**src/design/postfix_expression_evaluator_top_macros.svh**
```systemverilog
// Assertion macros for the postfix expression evaluator.
// Used by the top level; no other dependencies.
`ifndef POSTFIX_EXPRESSION_EVALUATOR_TOP_MACROS_SVH
`define POSTFIX_EXPRESSION_EVALUATOR_TOP_MACROS_SVH
`ifndef NO_ASSERTIONS
`define PEE_ASSERT_IMPL(label, clk, rst_n, prop) \
    label: assert property (@(posedge clk) disable iff (!rst_n) prop) else $error("pee check failed");
`define PEE_ASSERT_RESET(label, clk, sig) \
    label: assert property (@(posedge clk) sig) else $error("pee reset check failed");
`else
`define PEE_ASSERT_IMPL(label, clk, rst_n, prop)
`define PEE_ASSERT_RESET(label, clk, sig)
`endif
`endif

```
**src/design/pee_ram.sv**
```systemverilog
// Generic single-port-write, single-read RAM with a registered read.
// No dependencies.
`timescale 1ns / 1ps
`default_nettype none
module pee_ram #(
    parameter int WIDTH = 32,
    parameter int DEPTH = 128
) (
    input  wire logic                     i_clk,
    input  wire logic                     i_we,
    input  wire logic [$clog2(DEPTH)-1:0] i_waddr,
    input  wire logic [WIDTH-1:0]         i_wdata,
    input  wire logic [$clog2(DEPTH)-1:0] i_raddr,
    output logic      [WIDTH-1:0]         o_rdata
);
    logic [WIDTH-1:0] r_mem [DEPTH];

    always_ff @(posedge i_clk) begin
        if (i_we) begin
            r_mem[i_waddr] <= i_wdata;
        end
        o_rdata <= r_mem[i_raddr];
    end
endmodule
`default_nettype wire

```
**config.mk**
```make
export PLATFORM = sky130hd
export DESIGN_NAME = pee_ram
export DESIGN_NICKNAME = d
export VERILOG_FILES = /design/src/design/postfix_expression_evaluator_top_macros.svh /design/src/design/pee_ram.sv
export SDC_FILE = /design/constraint.sdc
export NUM_CORES = 2
export LEC_CHECK = 0
export BUFFER_PORTS_ARGS = -buffer_cell sky130_fd_sc_hd__buf_2
export CORE_MARGIN = 5
export CORE_UTILIZATION = 58
export CTS_CLUSTER_SIZE = 20
export DETAILED_ROUTE_END_ITERATION = 8
export PLACE_DENSITY = 0.74
export SETUP_SLACK_MARGIN = 0.4
export SLEW_MARGIN = 20
export SYNTH_ARGS = -nofsm -noshare
export SYNTH_HDL_FRONTEND = slang
export SYNTH_SLANG_ARGS = --single-unit
```
**constraint.sdc**
```tcl
create_clock -name i_clk -period 5.2 [get_ports i_clk]
set_input_delay 1.56 -clock i_clk [delete_from_list [all_inputs] [get_ports i_clk]]
set_output_delay 1.56 -clock i_clk [all_outputs]
set_load 0.01 [all_outputs]
```
# After elaboration in Yosys (flattened, before gate mapping)
# Memories as Yosys holds them, arrays and structs flattened. A register that Yosys moved wholly into a read port is not among the register bits.
# Index checks and enable logic that the tools add are counted.
[classes]
muxes = 2
[ops]
columns = ["cell", "count"]
rows = [
  ["1-bit two-way mux", 2],
]
[word_totals]
ff_bits = 0
ramBits = 4096
inputBits = 48
out_inout_bits = 32
word_cells = 3
n_memories = 1
[memory_table]
columns = ["name", "depth", "width", "read_ports", "rd_clocked_by_memory_dff", "write_ports", "line", "source"]
rows = [
  ["r_mem", 128, 32, 1, 1, 1, "pee_ram.sv:16", "logic [WIDTH-1:0] r_mem [DEPTH];"],
]

# Longest topological paths before layout
[logic_depth]
word_depth = 2
depth_mapped = 8
mapped_depth_nobuf = 4

# Least setup slack after synthesis
# Ideal clock, no wire load.
[synth_path]
path_kind = "input to register"
startpoint = "input i_we"
endpoint = "memory r_mem[98][0], enable pin"
setup_time_ns = 0.461
arrival_ns = 4.338
required_ns = 4.739
path_slack_ns = 0.401
stages = 3
n_path_buf = 1
cell_sequence = "clkbuf_1 > nand4_1 > nor3_1"
[synth_between]
elab_chain_cells = 2
[synth_rtl]
columns = ["item", "line", "source"]
rows = [
  ["start, declared", "pee_ram.sv:10", "input wire logic i_we,"],
  ["1-bit two-way mux", "pee_ram.sv:19", "if (i_we) begin"],
  ["1-bit two-way mux (not written as such)", "pee_ram.sv:20", "r_mem[i_waddr] <= i_wdata;"],
  ["end, declared", "pee_ram.sv:16", ""],
]
# No other way between the ends.

==> flow_summary.ini <==
[floorplan]
dieArea_um2 = 279900
core_um2 = 268200
initial_utilization = 0.5828
fp.dieW_um = 529.1
ios = 80
fp-row-count = 190
die_h_um = 529.1

[min_path]
holdPathStages = 1
hold_path_class = input port to flip-flop

[critical_path]
path_common_cell = buf_12
crit_chain = buf_12 > buf_12 > buf_12 > buf_12 > mux4_2 > mux4_2 > mux4_2 > mux2_2
regToRegSetupSlack_ns = 2.49
critPathBufInv = 4
crit_path_end_kind = flip-flop
critPathKind = input port to flip-flop
r2r-end = o_rdata[25]
max_stage_delay_ns = 0.64
timing.rr.start = r_mem[63][25]
worst-path-stages = 8
arrival_ns = 4.76
cp.required_ns = 6.01
crit_path_end = o_rdata[14]
crit_slowest_cell = mux4_2
cp_top_family = multiplexers
worst_r2r_path_depth = 4
cp_max_fo = 26
startpoint = i_raddr[0]
cp-start-kind = input port

[synthesis]
synth_cells = 5990
ys_types = 17
netlist.area_leader.share = 0.7871
yosys_register_bits = 4128
yosysWarnings = 0
syn_area_um2 = 156300
syn_avg_cell_area_um2 = 26.09
yosysTopAreaCell = edfxtp_1
synthesis.nets = 6038
ys_top_cells_by_area = edfxtp_1 79%, mux4_2 19%, clkbuf_1 0.44%
yosysSeqAreaShare = 0.7912

[cts]
clk_latency_ns = 0.93
ctsRootBufferMaster = clkbuf_16
cts_buffer_depth = 4
cts_inserted_buffers = 400
cts_max_level = 5
clkTransAtPathRegs_ns = 0.07
cts_tree = done
cts.sinks = 4128
hold_buffers = 0
cts_setup_buffers = 0
cts-resized-gates = 0

[placement]
place_congestion = 0.8321
portBuffers = 79
detailedPlacementHpwl_um = 230200
dpl.cell_count = 9691

[power_and_ir_drop]
total_power_mw = 69.49
pwr_density_cell_nw_per_um2 = 389.4
ir_drop_mv = 0.2859
p_leak_nw = 55.01

[sta]
finalCritPeriodShare = 0.7600
slew_violations = 0
fmax_ghz = 0.2530
layout_min_cycle_time_ns = 3.952
slew_headroom = 0.2265
setup_viol = 0
totalNegativeSetupSlack_ns = 0
hold_violations = 0
rsz0062_at_grt = false
skew_ns = 0.06819
tightestPinTransition_ns = 1.160

[grt]
grt_overflow_total = 0
first_global_vias = 75823
grt_pass1_wl_um = 594600
antenna_found_initial = 74
grt_usage = 0.3076
grt_max_degree = 98

[outcome]
status = finished, final reports clean

[layout]
final_nets = 6590
final_cells = 10453
area_delta_synth_final_pct = 14.21
drive_gt1_frac = 0.3684
final_common_cell = edfxtp_1
layout_common_cells = 4096 x edfxtp_1, 1344 x mux4_2, 406 x clkbuf_16, 288 x buf_4, 132 x buf_12

[routing]
drt-pass1-iter-count = 6
wl_um = 426800
drc = 0
vias = 74888
routedWlPerCell_um = 40.83
antenna_left = 0
drtIter0Drc = 12931
vias_per_cell = 7.164

[job]
cap_violations = 0
-- power breakdown --
group	internal [mW]	leakage, nW	switching, mW	total, mW
registers	36.7	37.1	0.160	36.9
clock network	16.6	6.30	12.3	28.9
logic	1.44	11.6	2.30	3.73
-- cell families after synthesis --
kind of cell           synth area share
flip-flops                       0.7912
multiplexers                     0.1960
buffers and inverters          0.008391
AND/OR/NAND/NOR                0.004460
-- per-stage QoR --
step | hold slack [ns] | worst slack [ns] | utilization | instance area, um2
after CTS | 1.055 | 1.296 | 0.6652 | 178400
after floorplan | 1.074 | 0.4013 | - | 156300
final | 1.096 | 1.248 | 0.6656 | 178500
after global routing | 1.071 | 1.224 | 0.6654 | 178400
after global placement | 1.096 | 0.3684 | 0.6169 | 165400
after detailed placement | 1.119 | 0.3737 | 0.6171 | 165500
-- Yosys cell counts --
master / instances
edfxtp_1: 4096
mux4_2: 1344
clkbuf_1: 182
nor2_1: 122
buf_2: 79
buf_1: 50
dfxtp_1: 32
mux2_2: 32
nand2_1: 14
nand3_1: 12
nor3_1: 9
nor2b_1: 7
buf_4: 3
nand4_1: 3
buf_6: 2
nand2b_1: 2
or3_1: 1
-- worst min path at each step --
stage	start	end	slack, ns
2_1_floorplan	r_mem[36][0]	o_rdata[0]	1.07
3_3_place_gp	r_mem[88][0]	o_rdata[0]	1.10
3_5_place_dp	r_mem[76][23]	o_rdata[23]	1.12
4_1_cts	i_wdata[11]	r_mem[4][11]	1.06
5_1_grt	i_wdata[4]	r_mem[92][4]	1.07
6_report	i_wdata[11]	r_mem[4][11]	1.10
-- per-layer routing --
metal  routed length, um  track usage  up-vias
met3               59410      0.08897     1011
met2              203300       0.4737     6728
li1                    -            -    27527
met1              142700       0.4196    39586
met4               21180       0.1336       36
met5                 238            0        -
-- layout make-up --
type	count	area [um2]
Tap cell	3552	4444
Antenna cell	33	82.58
Clock inverter	215	2197
Timing Repair Buffer	466	5132
Fill cell	15645	89680
Clock buffer	513	10690
Multi-Input combinational cell	1546	32290
Sequential cell	4128	123600
-- flip-flops by register name (all words and copies together) (netlist names) --
register	flops
r_mem	4096
o_rdata	32
-- worst register-to-register path: stages (launching register included) --
cell	delay [ns]
edfxtp_1	0.40
mux4_2	0.50
mux4_2	0.66
mux4_2	0.67
mux2_2	0.37
(Power assumes the default switching activity.)
