`src/design/postfix_expression_evaluator_top_macros.svh`:
```
// Assertion macros for the postfix expression evaluator.
// Used by the top level; no other dependencies.
`ifndef POSTFIX_EXPRESSION_EVALUATOR_TOP_MACROS_SVH
`define POSTFIX_EXPRESSION_EVALUATOR_TOP_MACROS_SVH
`ifndef NO_ASSERTIONS
`define PEE_ASSERT_IMPL(label, clk, rst_n, prop) \
    label: assert property (@(posedge clk) disable iff (!rst_n) prop) else $error("pee check failed");
`define PEE_ASSERT_RESET(label, clk, sig) \
    label: assert property (@(posedge clk) sig) else $error("pee reset check failed");
`else
`define PEE_ASSERT_IMPL(label, clk, rst_n, prop)
`define PEE_ASSERT_RESET(label, clk, sig)
`endif
`endif

```
`src/design/pee_pkg.sv`:
```
// Shared types and constants for the postfix expression evaluator.
// No dependencies.
`timescale 1ns / 1ps
`default_nettype none
package pee_pkg;
    localparam logic [7:0] CH_SPACE = 8'h20;
    localparam logic [7:0] CH_PLUS  = 8'h2B;
    localparam logic [7:0] CH_MINUS = 8'h2D;
    localparam logic [7:0] CH_MUL   = 8'h2A;
    localparam logic [7:0] CH_DIV   = 8'h2F;
    localparam logic [7:0] CH_POW   = 8'h5E;
    localparam logic [7:0] CH_ZERO  = 8'h30;
    localparam logic [7:0] CH_NINE  = 8'h39;

    localparam logic [2:0] ERR_NONE      = 3'd0;
    localparam logic [2:0] ERR_OVERFLOW  = 3'd1;
    localparam logic [2:0] ERR_UNDERFLOW = 3'd2;
    localparam logic [2:0] ERR_DIVZERO   = 3'd3;
    localparam logic [2:0] ERR_TOOLARGE  = 3'd4;

    localparam logic [31:0] OPERAND_MAX = 32'h7FFF_FFFF;

    typedef enum logic [1:0] {
        OP_DIV,
        OP_POW,
        OP_MUL
    } t_alu_op;

    typedef struct packed {
        logic    start;
        t_alu_op op;
    } t_alu_cmd;
endpackage
`default_nettype wire

```
`src/design/pee_alu.sv`:
```
// Iterative 32-bit multiply/divide/power unit; divides one bit per cycle.
// Depends on pee_pkg.
`timescale 1ns / 1ps
`default_nettype none
module pee_alu (
    input  wire logic              i_clk,
    input  wire logic              i_rst_n,
    input  wire pee_pkg::t_alu_cmd i_cmd,
    input  wire logic [31:0]       i_left,
    input  wire logic [31:0]       i_right,
    output logic                   o_done,
    output logic [31:0]            o_result
);
    import pee_pkg::*;

    typedef enum logic [1:0] {
        S_IDLE,
        S_RUN,
        S_SQ,
        S_FIN
    } t_state;

    t_state        r_state;
    t_alu_op       r_op;
    logic [5:0]    r_cnt;
    logic [31:0]   r_a;
    logic [31:0]   r_b;
    logic [31:0]   r_acc;
    logic [31:0]   r_rem;
    logic          r_neg;
    logic [31:0]   r_res;
    logic          r_done;
    logic [32:0]   w_trial;
    logic [31:0]   w_prod;

    assign w_trial = {r_rem, r_a[31]} - {1'b0, r_b};
    assign w_prod  = r_acc * r_b;

    always_ff @(posedge i_clk) begin
        r_done <= 1'b0;
        if (!i_rst_n) begin
            r_state <= S_IDLE;
        end else begin
            case (r_state)
                S_IDLE: begin
                    if (i_cmd.start) begin
                        r_op  <= i_cmd.op;
                        r_cnt <= 6'd0;
                        case (i_cmd.op)
                            OP_DIV: begin
                                r_a   <= i_left[31] ? 32'd0 - i_left : i_left;
                                r_b   <= i_right[31] ? 32'd0 - i_right : i_right;
                                r_neg <= i_left[31] ^ i_right[31];
                                r_rem <= 32'd0;
                            end
                            OP_POW: begin
                                r_a   <= i_right;
                                r_b   <= i_left;
                                r_acc <= 32'd1;
                            end
                            default: begin
                                r_acc <= i_left;
                                r_b   <= i_right;
                            end
                        endcase
                        r_state <= S_RUN;
                    end
                end
                S_RUN: begin
                    case (r_op)
                        OP_DIV: begin
                            if (!w_trial[32]) begin
                                r_rem <= w_trial[31:0];
                                r_a   <= {r_a[30:0], 1'b1};
                            end else begin
                                r_rem <= {r_rem[30:0], r_a[31]};
                                r_a   <= {r_a[30:0], 1'b0};
                            end
                            r_cnt <= r_cnt + 6'd1;
                            if (r_cnt == 6'd31) begin
                                r_state <= S_FIN;
                            end
                        end
                        OP_POW: begin
                            if (r_a[31] || r_a == 32'd0) begin
                                r_state <= S_FIN;
                            end else begin
                                if (r_a[0]) begin
                                    r_acc <= w_prod;
                                end
                                r_a     <= {1'b0, r_a[31:1]};
                                r_state <= S_SQ;
                            end
                        end
                        default: begin
                            r_acc   <= w_prod;
                            r_state <= S_FIN;
                        end
                    endcase
                end
                S_SQ: begin
                    r_b     <= r_b * r_b;
                    r_state <= S_RUN;
                end
                S_FIN: begin
                    case (r_op)
                        OP_DIV:  r_res <= r_neg ? 32'd0 - r_a : r_a;
                        OP_POW:  r_res <= r_a[31] ? 32'd1 : r_acc;
                        default: r_res <= r_acc;
                    endcase
                    r_done  <= 1'b1;
                    r_state <= S_IDLE;
                end
                default: r_state <= S_IDLE;
            endcase
        end
    end

    assign o_done   = r_done;
    assign o_result = r_res;
endmodule
`default_nettype wire

```
`config.mk`:
```
export PLATFORM = sky130hd
export DESIGN_NAME = pee_alu
export DESIGN_NICKNAME = d
export VERILOG_FILES = /design/src/design/postfix_expression_evaluator_top_macros.svh /design/src/design/pee_pkg.sv /design/src/design/pee_alu.sv
export SDC_FILE = /design/constraint.sdc
export NUM_CORES = 2
export LEC_CHECK = 0
export BUFFER_PORTS_ARGS = -buffer_cell sky130_fd_sc_hd__buf_4
export CORE_ASPECT_RATIO = 0.5
export CORE_MARGIN = 2
export CORE_UTILIZATION = 35
export CTS_BUF_LIST = sky130_fd_sc_hd__clkbuf_16
export CTS_CLUSTER_SIZE = 14
export DETAILED_ROUTE_END_ITERATION = 7
export GPL_ROUTABILITY_DRIVEN = 0
export PLACE_DENSITY = 0.56
export REMOVE_ABC_BUFFERS = 1
export SLEW_MARGIN = 40
export SYNTH_ARGS = -nofsm -noshare
export SYNTH_HDL_FRONTEND = slang
export SYNTH_SLANG_ARGS = --single-unit
```
`constraint.sdc`:
```
create_clock -name i_clk -period 11.05 [get_ports i_clk]
set_input_delay 1.105 -clock i_clk [delete_from_list [all_inputs] [get_ports i_clk]]
set_output_delay 1.105 -clock i_clk [all_outputs]
set_load 0.02 [all_outputs]
```
# Yosys cells after proc, flatten, opt, wreduce, memory -nomap -nowiden

Cells that the tools add are included.

Word-level logic and storage cells: 84
Flip-flop bits (word level): 172
Input port bits: 69

Reductions and logical operators: 16
Muxes and demuxes: 34
Eq/ne operators: 16
$mul: 2
Bitwise logic cells: 1
Add/subtract/negate cells: 5

Operator list:

| operator                                                            | count |
|---|---|
| 32-bit one-hot mux with 2 select lines                              | 10 |
| 32-bit two-way mux                                                  | 14 |
| 1-bit by 32-bit subtractor with 32-bit output, first input constant | 3 |
| 32-bit by 32-bit multiplier with 32-bit output                      | 2 |
| 33-bit by 32-bit subtractor with 33-bit output                      | 1 |
| 32-bit zero test                                                    | 1 |
| 6-bit two-way mux                                                   | 2 |
| 3-bit != test, second input constant                                | 4 |
| 6-bit one-hot mux with 2 select lines                               | 1 |
| 2-bit != test, second input constant                                | 4 |
| 2-bit one-hot mux with 4 select lines                               | 1 |
| 4-bit AND reduction                                                 | 2 |
| 7-bit AND reduction                                                 | 1 |
| 6-bit by 1-bit adder with 6-bit output, second input constant       | 1 |
| 2-bit by 1-bit == test with 1-bit output, second input constant     | 3 |
| 6-bit by 5-bit == test with 1-bit output, second input constant     | 1 |
| 2-bit zero test                                                     | 3 |
| 3-bit AND reduction                                                 | 2 |
| 6-bit AND reduction                                                 | 1 |
| 5-bit AND reduction                                                 | 1 |
| 2-bit == test, second input constant                                | 2 |
| 2-bit two-way mux                                                   | 2 |
| 2-bit one-hot mux with 2 select lines                               | 1 |
| 2-bit AND reduction                                                 | 2 |
| other kinds (6)                                                     | 9 |

# Longest topological paths before layout

Depth after elaboration: 5
Mapped depth: 28
Mapped depth without buffers: 27

# Worst setup path after synthesis

OpenSTA, ideal clock, no wires.

Kind: register -> register
Start point: reg r_b[2]
End point: reg r_b[28], data pin
Data arrival time: 7.192 ns
Required time: 10.915 ns
Cell stages (with the launch flop): 27
Path buffers: 3
Path slack: 3.724 ns
Cells stage by stage: edfxtp_1 clkbuf_1 clkbuf_1 clkbuf_1 nand2_1 fa_1 inv_1 fa_1 inv_1 fa_1 fa_1 inv_1 fa_1 inv_1 fa_1 inv_1 fa_1 fa_1 ha_1 a21o_1 a21o_1 a21oi_1 and4bb_2 o31ai_1 a21oi_1 or4b_1 nand3_1

Word-level cells in the longest chain between the ends: 2

Ends and longest elaborated chain:

| element                                        | RTL line       | source |
|---|---|---|
| start, declared                                | pee_alu.sv:27  | `logic [31:0] r_b;` |
| start signal, assigned                         | pee_alu.sv:52  | `r_b <= i_right[31] ? 32'd0 - i_right : i_right;` |
| start signal, assigned                         | pee_alu.sv:58  | `r_b <= i_left;` |
| start signal, assigned                         | pee_alu.sv:63  | `r_b <= i_right;` |
| 32-bit by 32-bit multiplier with 32-bit output | pee_alu.sv:102 | `r_b <= r_b * r_b;` |
| 32-bit one-hot mux with 2 select lines         | pee_alu.sv:44  | `case (r_state)` |

Every way passes these cells.
A chain may end at the register's enable or synchronous reset.

# Worst setup path in the final report

Start point: reg r_b[15]
End point: reg r_b[29], data pin

Same word-level chain as after synthesis.

==> impl_metrics.py <==
metrics = {
    "synthesis": {
        "ys_seq_elements": 172,
        "ys_top_cells_by_area": "fa_1 38%, edfxtp_1 12%, ha_1 8.9%, inv_1 7.8%, nand2_1 4.8%",
        "synth.most_common_cell": "inv_1",
        "netlist_area_um2": 40700,
        "synth_top_area_frac": 0.380,
        "synth.distinct_cells": 82,
        "synthSimpleGateAreaFrac": 0.155,
        "synth_warnings": 0,
        "synthAdderAreaFrac": 0.470,
        "yosys.area.top_type": "fa_1",
        "synthMuxAreaShare": 0.00271,
        "avgSynthCellArea_um2": 9.06,
        "ys.flop_type": "edfxtp_1",
        "ys_seq_area_frac": 0.126,
        "synth-compound-area-share": 0.0987,
        "netlist_instances": 4491,
        "synth_enable_flop_cells": 169,
        "synth_top_family_by_area": "adder cells",
        "synthArstFlopShare": 0,
        "synth-xor-area-share": 0.0473,
        "synthTopCellsByCount": "849 x inv_1, 773 x fa_1, 519 x nand2_1",
    },
    "clock_tree": {
        "htreeDepth": 4,
        "clkLatencyLatePin_ns": 0.52,
        "hold_buffers": 0,
        "clock_sinks": 172,
        "cts_resized": 0,
        "cts_made_buffers": 17,
        "clk_pin_slew_ns": 0.09,
        "cts_post_setup_buffers_inserted": 0,
        "clockBufferDepth": 2,
        "cts_tree": "yes",
        "clockRootBuffer": "clkbuf_16",
    },
    "layout": {
        "fillerInstances": 11500,
        "multiInputGateArea_um2": 31600,
        "final_util": 0.380,
        "area_delta_synth_final_pct": 7.63,
        "drive_gt1_frac": 0.0589,
        "seq_area_um2": 5130,
        "fin_area_um2": 43800,
        "nNetsFinal": 5586,
    },
    "die": {
        "coreArea_um2": 115000,
        "die_x_um": 486,
        "dieArea_um2": 119000,
        "io_pins": 102,
        "die_h_um": 245,
        "rows": 88,
        "initial_core_util": 0.353,
    },
    "timing": {
        "fmax_ghz": 0.115,
        "fin_skew_ns": 0.0206,
        "final_hold_viol_count": 0,
        "period_minus_slack_ns": 8.70,
        "fin_tns_setup_ns": 0,
        "min_period_over_period": 0.787,
        "worstMarginPinSlew_ns": 0.962,
        "slew_viol_final": 0,
        "relSlewSlack": 0.359,
        "rsz0062_at_grt": "no",
        "timing.hold.ws_ns": 0.586,
        "setup_viol": 0,
    },
    "setup_path": {
        "startpoint": "r_b[15]",
        "cp.arrival_ns": 8.95,
        "crit_top_cell": "fa_1",
        "slowest_delay_ns": 0.94,
        "crit_fanout": 13,
        "path_cells": "buf_4 > clkinv_1 > nor2_1 > fa_1 > fa_1 > fa_1 > inv_1 > fa_1 > inv_1 > fa_1 > fa_1 > fa_1 > fa_1 > ha_1 > a21o_1 > o31ai_1 > o21ai_0 > a31oi_1 > xor2_1 > a21oi_1",
        "crit_required_ns": 11.30,
        "reg2reg_depth": 20,
        "r2r-start": "r_b[15]",
        "cp_num_cells": 20,
        "path_buf_inv": 4,
        "cp_slowest_cell": "edfxtp_1",
        "worstSetupPathType": "reg -> reg",
        "endpoint_kind": "flip-flop",
        "cp-start-kind": "flip-flop",
        "cp_top_family": "adder cells",
    },
    "drt": {
        "wl_met1_um": 59100,
        "wl_met2_um": 62500,
        "wl_met3_um": 12100,
        "dr.first_iter.drc_count": 3019,
        "vias_per_cell": 5.40,
        "wire_per_inst_um": 23.0,
        "highest_layer": "met5",
        "postRouteAntennaNets": 0,
        "first_pass_iters": 6,
        "routed_wl_um": 138000,
        "drc": 0,
        "dr_total_vias": 32400,
    },
    "place": {
        "hpwl_um": 108000,
        "io_buffers": 101,
        "post_dp_cell_area_um2": 43100,
    },
    "run": {
        "maxCapViolCount": 0,
    },
    "grt": {
        "antenna_found_initial": 5,
        "grt_pass1_vias": 33600,
        "grt_start_max_net_pins": 70,
        "overflow": 0,
        "grt_pass1_wl_um": 211000,
        "track_usage": 0.235,
    },
    "hold_path": {
        "min_path_cells": 2,
        "hp-class": "reg -> reg",
        "worstHoldStart": "r_cnt[5]",
    },
    "status": {
        "status": "complete, no violations",
    },
}
==> path summary, 6_finish.rpt <==
check | end | slack [ns]
worst max-delay path | r_b[29] | 2.35
worst min register to register | r_state[1] | 0.59
worst min-delay path | r_state[1] | 0.59
worst max register to register | r_b[29] | 2.35
==> registers in the layout, indices dropped and copies added (netlist names) <==
signal / cells
o_done: 1
o_result: 32
r_a: 32
r_acc: 32
r_b: 32
r_cnt: 6
r_neg: 1
r_op: 2
r_rem: 32
r_state: 2
==> cell usage in the layout (no fill, tap or decap), types with 16 or more instances in the layout <==
master / synthesis / final
xnor2_1: 105 / 105
and3_1: 18 / 17
fa_1: 773 / 773
inv_1: 849 / 845
a21o_1: 47 / 46
a21oi_1: 141 / 141
nand2_1: 519 / 518
nor3_1: 35 / 35
xor2_1: 115 / 115
o21a_1: 24 / 24
or3_1: 21 / 21
nand3_1: 30 / 30
a31oi_1: 41 / 40
nand4_1: 16 / 16
buf_4: 1 / 166
clkbuf_16: 0 / 17
o31ai_1: 35 / 35
and2_1: 310 / 310
a211oi_1: 50 / 50
edfxtp_1: 169 / 169
o21ai_0: 161 / 161
nor2_1: 274 / 269
ha_1: 291 / 291
==> tightest hold or removal path, stage by stage, from the launching register on <==
cell	delay, ns
edfxtp_1	0.37
or3b_2	0.13
a21oi_1	0.06
==> through the flow <==
step / std cells / setup slack (ns)
floorplan: 4262 / 3.36
global placement: 5958 / 2.42
detailed placement: 5962 / 2.58
CTS: 5994 / 2.56
global route: 5997 / 2.13
finish: 5998 / 2.35
==> layout make-up <==
type                    count  share of cell area
multi-input cells        3234               0.720
flip-flops and latches    172               0.117
inverters                 856              0.0734
well taps                1530              0.0437
repair buffers            172              0.0306
clock buffers              17             0.00971
clock inverters            15             0.00477
diodes                      2            0.000114
==> cells by family (layout without fill, tap and decap cells) <==
kind of cell,after synthesis,in the layout
adders and majority gates,1064,1064
muxes,11,11
and+or+nand+nor,1316,1316
AOI/OAI and AO/OA,623,623
DFF,172,172
buffers and inverters,1085,1060
other,0,2
xor gates and xnor gates,220,220
==> layer usage <==
metal,vias to the layer above,GRT usage
met1,16700,0.325
met4,2,0.0706
met3,200,0.0444
met5,-,0.00604
met2,1456,0.372
li1,14000,-
Power is not shown: default switching activity piles up to over one toggle a cycle in this logic, so the estimate is an artifact.
